--- config.mk ---
export PLATFORM = sky130hd
export DESIGN_NAME = header_length_xor_frame_parser
export DESIGN_NICKNAME = d
export VERILOG_FILES = /design/src/rtl/core/hlxfp_pkg.sv /design/src/rtl/core/hlxfp_csr.sv /design/src/rtl/core/hlxfp_parse.sv /design/src/rtl/core/hlxfp_out.sv /design/src/rtl/core/header_length_xor_frame_parser.sv
export SDC_FILE = /design/constraint.sdc
export NUM_CORES = 1
export LEC_CHECK = 0
export BUFFER_PORTS_ARGS = -buffer_cell sky130_fd_sc_hd__buf_2
export CAP_MARGIN = 15
export CORE_UTILIZATION = 54
export CTS_CLUSTER_DIAMETER = 100
export CTS_CLUSTER_SIZE = 24
export DETAILED_ROUTE_END_ITERATION = 8
export PLACE_DENSITY = 0.85
export SYNTH_ARGS = -nofsm -noshare
export SYNTH_HDL_FRONTEND = slang
export SYNTH_SLANG_ARGS = --single-unit
--- constraint.sdc ---
create_clock -name clock -period 2.88 [get_ports clock]
set_input_delay 0.288 -clock clock [delete_from_list [all_inputs] [get_ports clock]]
set_output_delay 0.288 -clock clock [all_outputs]
set_load 0.05 [all_outputs]
--- src/rtl/core/hlxfp_pkg.sv ---
// Shared types and constants for the header, length and XOR frame parser.
`default_nettype none
package hlxfp_pkg;

   localparam logic [7:0] HDR_FIRST  = 8'h55;
   localparam logic [7:0] HDR_SECOND = 8'hAA;
   localparam logic [7:0] MIN_LENGTH = 8'd2;
   localparam logic [7:0] MAX_LENGTH_RESET = 8'd29;

   typedef enum logic [2:0] {
      PH_HUNT0 = 3'd0,
      PH_HUNT1 = 3'd1,
      PH_LEN   = 3'd2,
      PH_ID    = 3'd3,
      PH_DATA  = 3'd4,
      PH_CHECK = 3'd5
   } phase_type;

   typedef enum logic [1:0] {
      ST_GOOD      = 2'd0,
      ST_CHECKSUM  = 2'd1,
      ST_LENGTH    = 2'd2,
      ST_RESERVED  = 2'd3
   } status_type;

   typedef struct packed {
      status_type  status;
      logic [7:0]  msg_id;
      logic [7:0]  payload_count;
      logic [7:0]  first_payload;
      logic [7:0]  second_payload;
   } result_type;

   // Register index of max_length in the CSR space.
   localparam logic REG_MAX_LENGTH = 1'b0;

endpackage : hlxfp_pkg
`default_nettype wire

--- src/rtl/core/hlxfp_csr.sv ---
// APB-style configuration register holding max_length.
`default_nettype none
module hlxfp_csr (
   input  wire logic        clock,
   input  wire logic        reset,
   input  wire logic        csr_psel,
   input  wire logic        csr_penable,
   input  wire logic        csr_pwrite,
   input  wire logic [2:0]  csr_paddr,
   input  wire logic [31:0] csr_pwdata,
   output logic [31:0]      csr_prdata,
   output logic             csr_pready,
   output logic [7:0]       max_length
);
   import hlxfp_pkg::*;

   logic [7:0] max_length_ff;
   logic [7:0] max_length_in;
   logic       hit;

   assign csr_pready = 1'b1;
   assign hit = (csr_paddr[2] == REG_MAX_LENGTH) && (csr_paddr[1:0] == 2'b00);

   always_comb begin
      max_length_in = max_length_ff;
      if (csr_psel && csr_penable && csr_pwrite && csr_pready && hit) begin
         max_length_in = csr_pwdata[7:0];
      end
   end

   always_ff @(posedge clock) begin
      if (reset) begin
         max_length_ff <= MAX_LENGTH_RESET;
      end else begin
         max_length_ff <= max_length_in;
      end
   end

   assign csr_prdata = hit ? {24'd0, max_length_ff} : 32'd0;
   assign max_length = max_length_ff;

endmodule : hlxfp_csr
`default_nettype wire

--- src/rtl/core/hlxfp_parse.sv ---
// Frame parser state machine: header hunt, length check, XOR and result build.
`default_nettype none
module hlxfp_parse (
   input  wire logic                 clock,
   input  wire logic                 reset,
   input  wire logic                 in_valid,
   input  wire logic [7:0]           in_byte,
   input  wire logic [7:0]           max_length,
   output logic                      res_valid,
   output hlxfp_pkg::result_type     res
);
   import hlxfp_pkg::*;

   phase_type  phase_ff, phase_in;
   logic [7:0] length_ff, length_in;
   logic [7:0] id_ff, id_in;
   logic [7:0] seen_ff, seen_in;
   logic [7:0] xor_ff, xor_in;
   logic [7:0] pay1_ff, pay1_in;
   logic [7:0] pay2_ff, pay2_in;
   logic       length_bad;
   logic [7:0] seen_next;

   assign length_bad = (in_byte < MIN_LENGTH) || (in_byte > max_length);
   assign seen_next  = seen_ff + 8'd1;

   // Next phase
   always_comb begin
      phase_in = phase_ff;
      if (in_valid) begin
         case (phase_ff)
            PH_HUNT1: phase_in = (in_byte == HDR_SECOND) ? PH_LEN : PH_HUNT0;
            PH_LEN:   phase_in = length_bad ? PH_HUNT0 : PH_ID;
            PH_ID:    phase_in = PH_DATA;
            PH_DATA:  phase_in = ((seen_next + 8'd1) >= length_ff) ? PH_CHECK : PH_DATA;
            PH_CHECK: phase_in = PH_HUNT0;
            default:  phase_in = (in_byte == HDR_FIRST) ? PH_HUNT1 : PH_HUNT0;
         endcase
      end
   end

   // Datapath updates and result
   always_comb begin
      length_in = length_ff;
      id_in     = id_ff;
      seen_in   = seen_ff;
      xor_in    = xor_ff;
      pay1_in   = pay1_ff;
      pay2_in   = pay2_ff;
      res_valid = 1'b0;
      res       = '0;
      res.status = ST_GOOD;
      if (in_valid) begin
         case (phase_ff)
            PH_LEN: begin
               if (length_bad) begin
                  res_valid  = 1'b1;
                  res.status = ST_LENGTH;
               end else begin
                  length_in = in_byte;
                  xor_in    = in_byte;
               end
            end
            PH_ID: begin
               id_in   = in_byte;
               xor_in  = xor_ff ^ in_byte;
               seen_in = 8'd0;
               pay1_in = 8'd0;
               pay2_in = 8'd0;
            end
            PH_DATA: begin
               if (seen_ff == 8'd0) begin
                  pay1_in = in_byte;
               end else if (seen_ff == 8'd1) begin
                  pay2_in = in_byte;
               end
               xor_in  = xor_ff ^ in_byte;
               seen_in = seen_next;
            end
            PH_CHECK: begin
               res_valid          = 1'b1;
               res.status         = (in_byte == xor_ff) ? ST_GOOD : ST_CHECKSUM;
               res.msg_id         = id_ff;
               res.payload_count  = length_ff - 8'd1;
               res.first_payload  = pay1_ff;
               res.second_payload = pay2_ff;
            end
            default: begin
            end
         endcase
      end
   end

   always_ff @(posedge clock) begin
      if (reset) begin
         phase_ff  <= PH_HUNT0;
         length_ff <= 8'd0;
         id_ff     <= 8'd0;
         seen_ff   <= 8'd0;
         xor_ff    <= 8'd0;
         pay1_ff   <= 8'd0;
         pay2_ff   <= 8'd0;
      end else begin
         phase_ff  <= phase_in;
         length_ff <= length_in;
         id_ff     <= id_in;
         seen_ff   <= seen_in;
         xor_ff    <= xor_in;
         pay1_ff   <= pay1_in;
         pay2_ff   <= pay2_in;
      end
   end

   a_check_gives_result: assert property (@(posedge clock) disable iff (reset)
      (in_valid && phase_ff == PH_CHECK) |-> res_valid)
      else $error("check byte did not produce a result");

   a_result_rehunts: assert property (@(posedge clock) disable iff (reset)
      (in_valid && res_valid) |=> (phase_ff == PH_HUNT0))
      else $error("parser did not return to hunting after a result");

   a_data_in_bounds: assert property (@(posedge clock) disable iff (reset)
      (phase_ff == PH_DATA) |-> (({1'b0, seen_ff} + 9'd2) <= {1'b0, length_ff}))
      else $error("payload count ran past the length byte");

endmodule : hlxfp_parse
`default_nettype wire

--- src/rtl/core/hlxfp_out.sv ---
// Result register in front of the rsp channel.
`default_nettype none
module hlxfp_out (
   input  wire logic                  clock,
   input  wire logic                  reset,
   input  wire logic                  load,
   input  wire hlxfp_pkg::result_type load_data,
   output logic                       can_take,
   output logic                       rsp_tvalid,
   input  wire logic                  rsp_tready,
   output logic [31:0]                rsp_tdata,
   output logic [1:0]                 rsp_tuser
);
   import hlxfp_pkg::*;

   logic       valid_ff, valid_in;
   result_type data_ff, data_in;

   // Free when empty or when the held item leaves this cycle.
   assign can_take = !valid_ff || rsp_tready;

   always_comb begin
      valid_in = valid_ff;
      data_in  = data_ff;
      if (load) begin
         valid_in = 1'b1;
         data_in  = load_data;
      end else if (rsp_tready) begin
         valid_in = 1'b0;
      end
   end

   always_ff @(posedge clock) begin
      if (reset) begin
         valid_ff <= 1'b0;
      end else begin
         valid_ff <= valid_in;
      end
   end

   always_ff @(posedge clock) begin
      data_ff <= data_in;
   end

   assign rsp_tvalid = valid_ff;
   assign rsp_tdata  = {data_ff.second_payload, data_ff.first_payload,
                        data_ff.payload_count, data_ff.msg_id};
   assign rsp_tuser  = data_ff.status;

endmodule : hlxfp_out
`default_nettype wire

--- src/rtl/core/header_length_xor_frame_parser.sv ---
// Top level: header/length/XOR frame parser with stream channels and APB CSR.
//
// The req channel carries one received byte per item. The block hunts for the
// header 0x55 0xAA, reads a length byte, an id byte and length-1 payload bytes,
// and compares the next byte with the XOR of length, id and payload. It then
// emits one rsp item with the status, id, payload count and first two payload
// bytes. A length byte below 2 or above max_length emits a length-error item
// at once and hunting resumes.
// Output: a result is registered and shows on rsp in the cycle after its byte.
// Throughput: one byte per cycle while the result register can take; the state
// update and result build sit between the parser state and result registers.
// Stall: req_tready stays high while the result register is empty or its item
// is taken in the same cycle; a stalled result holds and blocks new bytes.
// Reset: synchronous; the parser hunts for 0x55, the result register empties
// and max_length returns to 29. The CSR port takes writes at any time; change
// max_length only while no frame is in progress.
`default_nettype none
module header_length_xor_frame_parser (
   input  wire logic        clock,
   input  wire logic        reset,
   input  wire logic        req_tvalid,
   output logic             req_tready,
   input  wire logic [7:0]  req_tdata,   // [7:0] rx_byte
   output logic             rsp_tvalid,
   input  wire logic        rsp_tready,
   output logic [31:0]      rsp_tdata,   // [7:0] msg_id, [15:8] payload_count,
                                         // [23:16] first_payload, [31:24] second_payload
   output logic [1:0]       rsp_tuser,   // [1:0] status
   input  wire logic        csr_psel,
   input  wire logic        csr_penable,
   input  wire logic        csr_pwrite,
   input  wire logic [2:0]  csr_paddr,
   input  wire logic [31:0] csr_pwdata,
   output logic [31:0]      csr_prdata,
   output logic             csr_pready
);
   import hlxfp_pkg::*;

   logic       accept;
   logic       res_valid;
   logic       can_take;
   logic [7:0] max_length;
   result_type res;

   assign req_tready = can_take;
   assign accept     = req_tvalid && req_tready;

   hlxfp_csr u_csr (
      .clock       (clock),
      .reset       (reset),
      .csr_psel    (csr_psel),
      .csr_penable (csr_penable),
      .csr_pwrite  (csr_pwrite),
      .csr_paddr   (csr_paddr),
      .csr_pwdata  (csr_pwdata),
      .csr_prdata  (csr_prdata),
      .csr_pready  (csr_pready),
      .max_length  (max_length)
   );

   hlxfp_parse u_parse (
      .clock      (clock),
      .reset      (reset),
      .in_valid   (accept),
      .in_byte    (req_tdata),
      .max_length (max_length),
      .res_valid  (res_valid),
      .res        (res)
   );

   hlxfp_out u_out (
      .clock      (clock),
      .reset      (reset),
      .load       (res_valid),
      .load_data  (res),
      .can_take   (can_take),
      .rsp_tvalid (rsp_tvalid),
      .rsp_tready (rsp_tready),
      .rsp_tdata  (rsp_tdata),
      .rsp_tuser  (rsp_tuser)
   );

   a_no_take_when_full: assert property (@(posedge clock) disable iff (reset)
      (rsp_tvalid && !rsp_tready) |-> !req_tready)
      else $error("byte taken while result register was stalled");

   a_result_follows_load: assert property (@(posedge clock) disable iff (reset)
      res_valid |=> rsp_tvalid)
      else $error("result was lost");

   a_length_error_zero: assert property (@(posedge clock) disable iff (reset)
      (rsp_tvalid && rsp_tuser == ST_LENGTH) |-> (rsp_tdata == 32'd0))
      else $error("length error item carries nonzero fields");

endmodule : header_length_xor_frame_parser
`default_nettype wire
==> run_results.csv <==
group,metric,value,unit
logic_synthesis,syn_area_per_cell,9.93,sq um
route,routed-via-count,3491,
logic_synthesis,yosys.cell_count.top_type,"nor2_1",
global_routing,grt_max_degree,61,
clock_network,numCtsBuffers,9,
cells_and_area,fin_util,61.1,%
timing,max_freq,394,MHz
logic_synthesis,syn_inst,488,
die,rows,34,
placed_design,hpwl,6440,microns
timing,post-route-period-util,88.1,%
hold_path,hold_start,"csr_pwdata[2]",
timing,fin_crit,2.54,ns
setup_path,r2r_slack,0.34,ns
setup_path,max_stage_delay,0.46,ns
logic_synthesis,synth-main-ff-cell,"dfxtp_1",
global_routing,antenna_found_initial,0,
logic_synthesis,synth_cell_types,45,
clock_network,holdBufCountCts,0,
clock_network,clk_latency,0.35,ns
setup_path,cp_cell_sequence,"ha_1 -> nand2_1 -> nor2_1 -> xnor2_1 -> nor3_1 -> xor2_1 -> ha_1 -> a21o_1 -> a21oi_1 -> a21o_1 -> a31oi_1",
placed_design,placed_cell_area,5160,sq um
timing,finalMaxSlewViolations,0,
route,ant_nets,0,
timing,worst_pin_slew,1.06,ns
setup_path,critPathKind,"flop to flop",
die,core,8720,sq um
logic_synthesis,yosys-top-cells-area,"dfxtp_1 25%, edfxtp_1 21%, mux2i_1 7.2%",
cells_and_area,diodes,0,
setup_path,worstPathArrival,2.73,ns
global_routing,grt_pass1_vias,3261,
logic_synthesis,synth_top_area_cell,"dfxtp_1",
hold_path,hold_class,"primary input to flop",
power,powerDensity,433,nW/um^2
setup_path,cp_top_family,"simple AND/OR/NAND/NOR gates",
power,ir_worst_vdd,0.000233,V
route,post_drt_via_cell_ratio,5.32,
cells_and_area,drive_above_1_share,17.5,%
logic_synthesis,ys_seq_elements,94,
setup_path,rr_startpoint,"u_parse.seen_ff[2]$_SDFFE_PP0P_",
power,power.switching,590,uW
clock_network,cts.sinks,94,
timing,finalSetupViolations,0,
logic_synthesis,async_flop_share,0,%
timing,report.final.hold_viol_count,0,
clock_network,cts_tree,"built",
logic_synthesis,seq_area_frac_synth,45.9,%
setup_path,rr_worst_depth,11,
timing,layout_setup_ws,0.343,ns
route,wirelength,9120,microns
placed_design,place_ws,0.352,ns
global_routing,grtUsageTotal,20.2,%
die,die_w,96.7,microns
timing,rsz0062_at_grt,"false",
route,routedWlPerCell,13.9,microns
power,clockPowerShare,33.3,%
setup_path,crit_required,3.07,ns
setup_path,crit_fanout,7,
global_routing,grt_pass1_wl,15400,microns
die,start_util,55.6,%
setup_path,critical_path.slowest_cell,"dfxtp_1",
cells_and_area,area_growth,10.0,%
timing,finalClockSkew,0.00597,ns
power,p_seq_share,59.1,%
logic_synthesis,syn_area,4840,sq um
clock_network,cts-root-buf,"clkbuf_8",
cells_and_area,nNetsFinal,615,
route,drt-pass1-iter-count,4,
placed_design,io_buffers,69,
clock_network,postCtsSetupBuffers,0,
power,switching_share,25.6,%
logic_synthesis,yosys_warnings,0,
route,drtIter0Drc,190,
clock_network,clockBufferDepth,2,
power,comb_power_share,7.6,%
power,p_int,1.72,mW
logic_synthesis,synth_commonest_cells,"64 x nor2_1, 60 x dfxtp_1, 41 x and2_1, 35 x mux2i_1, 34 x edfxtp_1",
die,dieArea,9350,sq um
setup_path,startpoint_type,"flop",
setup_path,critPathLaunch,"u_parse.seen_ff[2]$_SDFFE_PP0P_",
setup_path,worst-path-buf-inv,0,
logic_synthesis,synth_top_area_share,24.8,%
setup_path,endpoint_kind,"flop",
placed_design,place_congestion,0.840,
route,drc,0,
die,die_h,96.7,microns
status,status,"complete, no violations",
clock_network,htree_levels,3,
setup_path,r2r-end,"u_parse.phase_ff[0]$_SDFFE_PP0P_",
setup_path,cp.depth,11,
global_routing,grt_remaining_overflow,0,
die,ios,119,
clock_network,clk_pin_slew_worst_paths,0.09,ns
cells_and_area,final_cell_area,5330,sq um
clock_network,cts_resized,0,
power,power.leakage,2.42,nW
timing,maxSlewHeadroom,29.1,%
logic_synthesis,synth-edff-count,34,
run,maxCapViolCount,0,
timing,fin_setup_tns,0,ns
setup_path,critical_path.endpoint,"u_parse.phase_ff[0]$_SDFFE_PP0P_",
[how the worst min path moves through the flow]
stage	endpoint	slack (ns)	depth (start not counted)
5_1_grt	u_csr.max_length[2]$_SDFFE_PP1P_	0.12	2
2_1_floorplan	u_csr.max_length[2]$_SDFFE_PP1P_	0.41	1
3_5_place_dp	u_parse.pay2_ff[5]$_SDFFE_PP0P_	0.47	2
3_3_place_gp	u_parse.id_ff[0]$_SDFFE_PP0P_	0.46	2
4_1_cts	u_csr.max_length[0]$_SDFFE_PP1P_	0.12	2
6_report	u_csr.max_length[2]$_SDFFE_PP1P_	0.13	2
[cell families after synthesis]
| family | synth area share [%] |
|---|---|
| AO/OA/AOI/OAI | 10.7 |
| other | 0.155 |
| XOR/XNOR | 4.34 |
| AND/OR/NAND/NOR | 18.2 |
| flip-flops | 45.9 |
| adder cells (fa/ha/maj) | 5.68 |
| buffers and inverters | 7.90 |
| multiplexers | 7.23 |
[area by class of cell]
| type | count | area (sq um) |
|---|---|---|
| timing repair buffer | 74 | 408 |
| inverter | 19 | 71.3 |
| clock buffer | 12 | 135 |
| tap | 108 | 135 |
| fill | 712 | 3390 |
| clock inverter | 4 | 31.3 |
| sequential | 94 | 2220 |
| multi-input combinational | 345 | 2330 |
[per-stage QoR]
stage / total power [mW] / hold WS (ns) / instances
floorplan: 1.56 / 0.406 / 511
global placement: 1.56 / 0.459 / 640
detailed placement: 1.57 / 0.473 / 640
CTS: 2.33 / 0.117 / 656
global route: 2.39 / 0.119 / 656
finish: 2.31 / 0.129 / 656
[flip-flops by register name (all words and copies together) (netlist names), 2 cells and up]
name	cells
u_parse.id_ff	8
u_parse.pay2_ff	8
u_csr.max_length	8
u_parse.xor_ff	8
u_out.rsp_tdata	32
u_parse.seen_ff	8
u_out.rsp_tuser	2
u_parse.phase_ff	3
u_parse.pay1_ff	8
u_parse.length_ff	8
[worst register-to-register path, cell delays in order (launching register included)]
cell,delay (ns)
dfxtp_1,0.46
ha_1,0.20
nand2_1,0.15
nor2_1,0.23
xnor2_1,0.14
nor3_1,0.19
xor2_1,0.18
ha_1,0.27
a21o_1,0.18
a21oi_1,0.14
a21o_1,0.14
a31oi_1,0.08
[layer usage]
layer	up-vias	wire length [microns]	GRT usage (%)
li1	1743	-	-
met1	1600	4040	26.3
met2	134	4330	32.7
met3	14	589	3.54
met4	0	159	9.64
met5	-	0	0
[cell usage in the layout (no fill, tap or decap), types with 3 or more instances in the layout]
master / Yosys / layout
and2_1: 41 / 41
nor2b_1: 3 / 3
edfxtp_1: 34 / 34
nand4_1: 5 / 5
clkinvlp_4: 0 / 3
o21ai_0: 7 / 7
conb_1: 2 / 25
nand2b_1: 4 / 4
nor4_1: 5 / 5
inv_1: 19 / 19
dfxtp_1: 60 / 60
buf_2: 3 / 69
buf_4: 25 / 3
xor2_1: 14 / 14
a211o_1: 4 / 4
nor3_1: 10 / 10
mux2i_1: 35 / 35
xnor2_1: 10 / 10
clkbuf_1: 21 / 3
ha_1: 22 / 22
nand3_1: 8 / 8
a31oi_1: 11 / 11
a21oi_1: 20 / 20
o211a_1: 9 / 9
a21o_1: 12 / 12
a21oi_4: 3 / 3
clkbuf_8: 0 / 9
nand2_1: 12 / 11
and4_1: 3 / 3
nor2_1: 64 / 64
[power by group through the flow]
| stage | Sequential [mW] | Combinational (mW) | Clock, mW |
|---|---|---|---|
| 6_report | 1.37 | 0.174 | 0.769 |
| 5_1_grt | 1.37 | 0.185 | 0.839 |
| 4_1_cts | 1.37 | 0.172 | 0.789 |
| 3_5_place_dp | 1.40 | 0.172 | 0 |
| 3_3_place_gp | 1.40 | 0.168 | 0 |
| 2_1_floorplan | 1.40 | 0.165 | 0 |
Note: power is estimated with default switching activity, not from simulation.
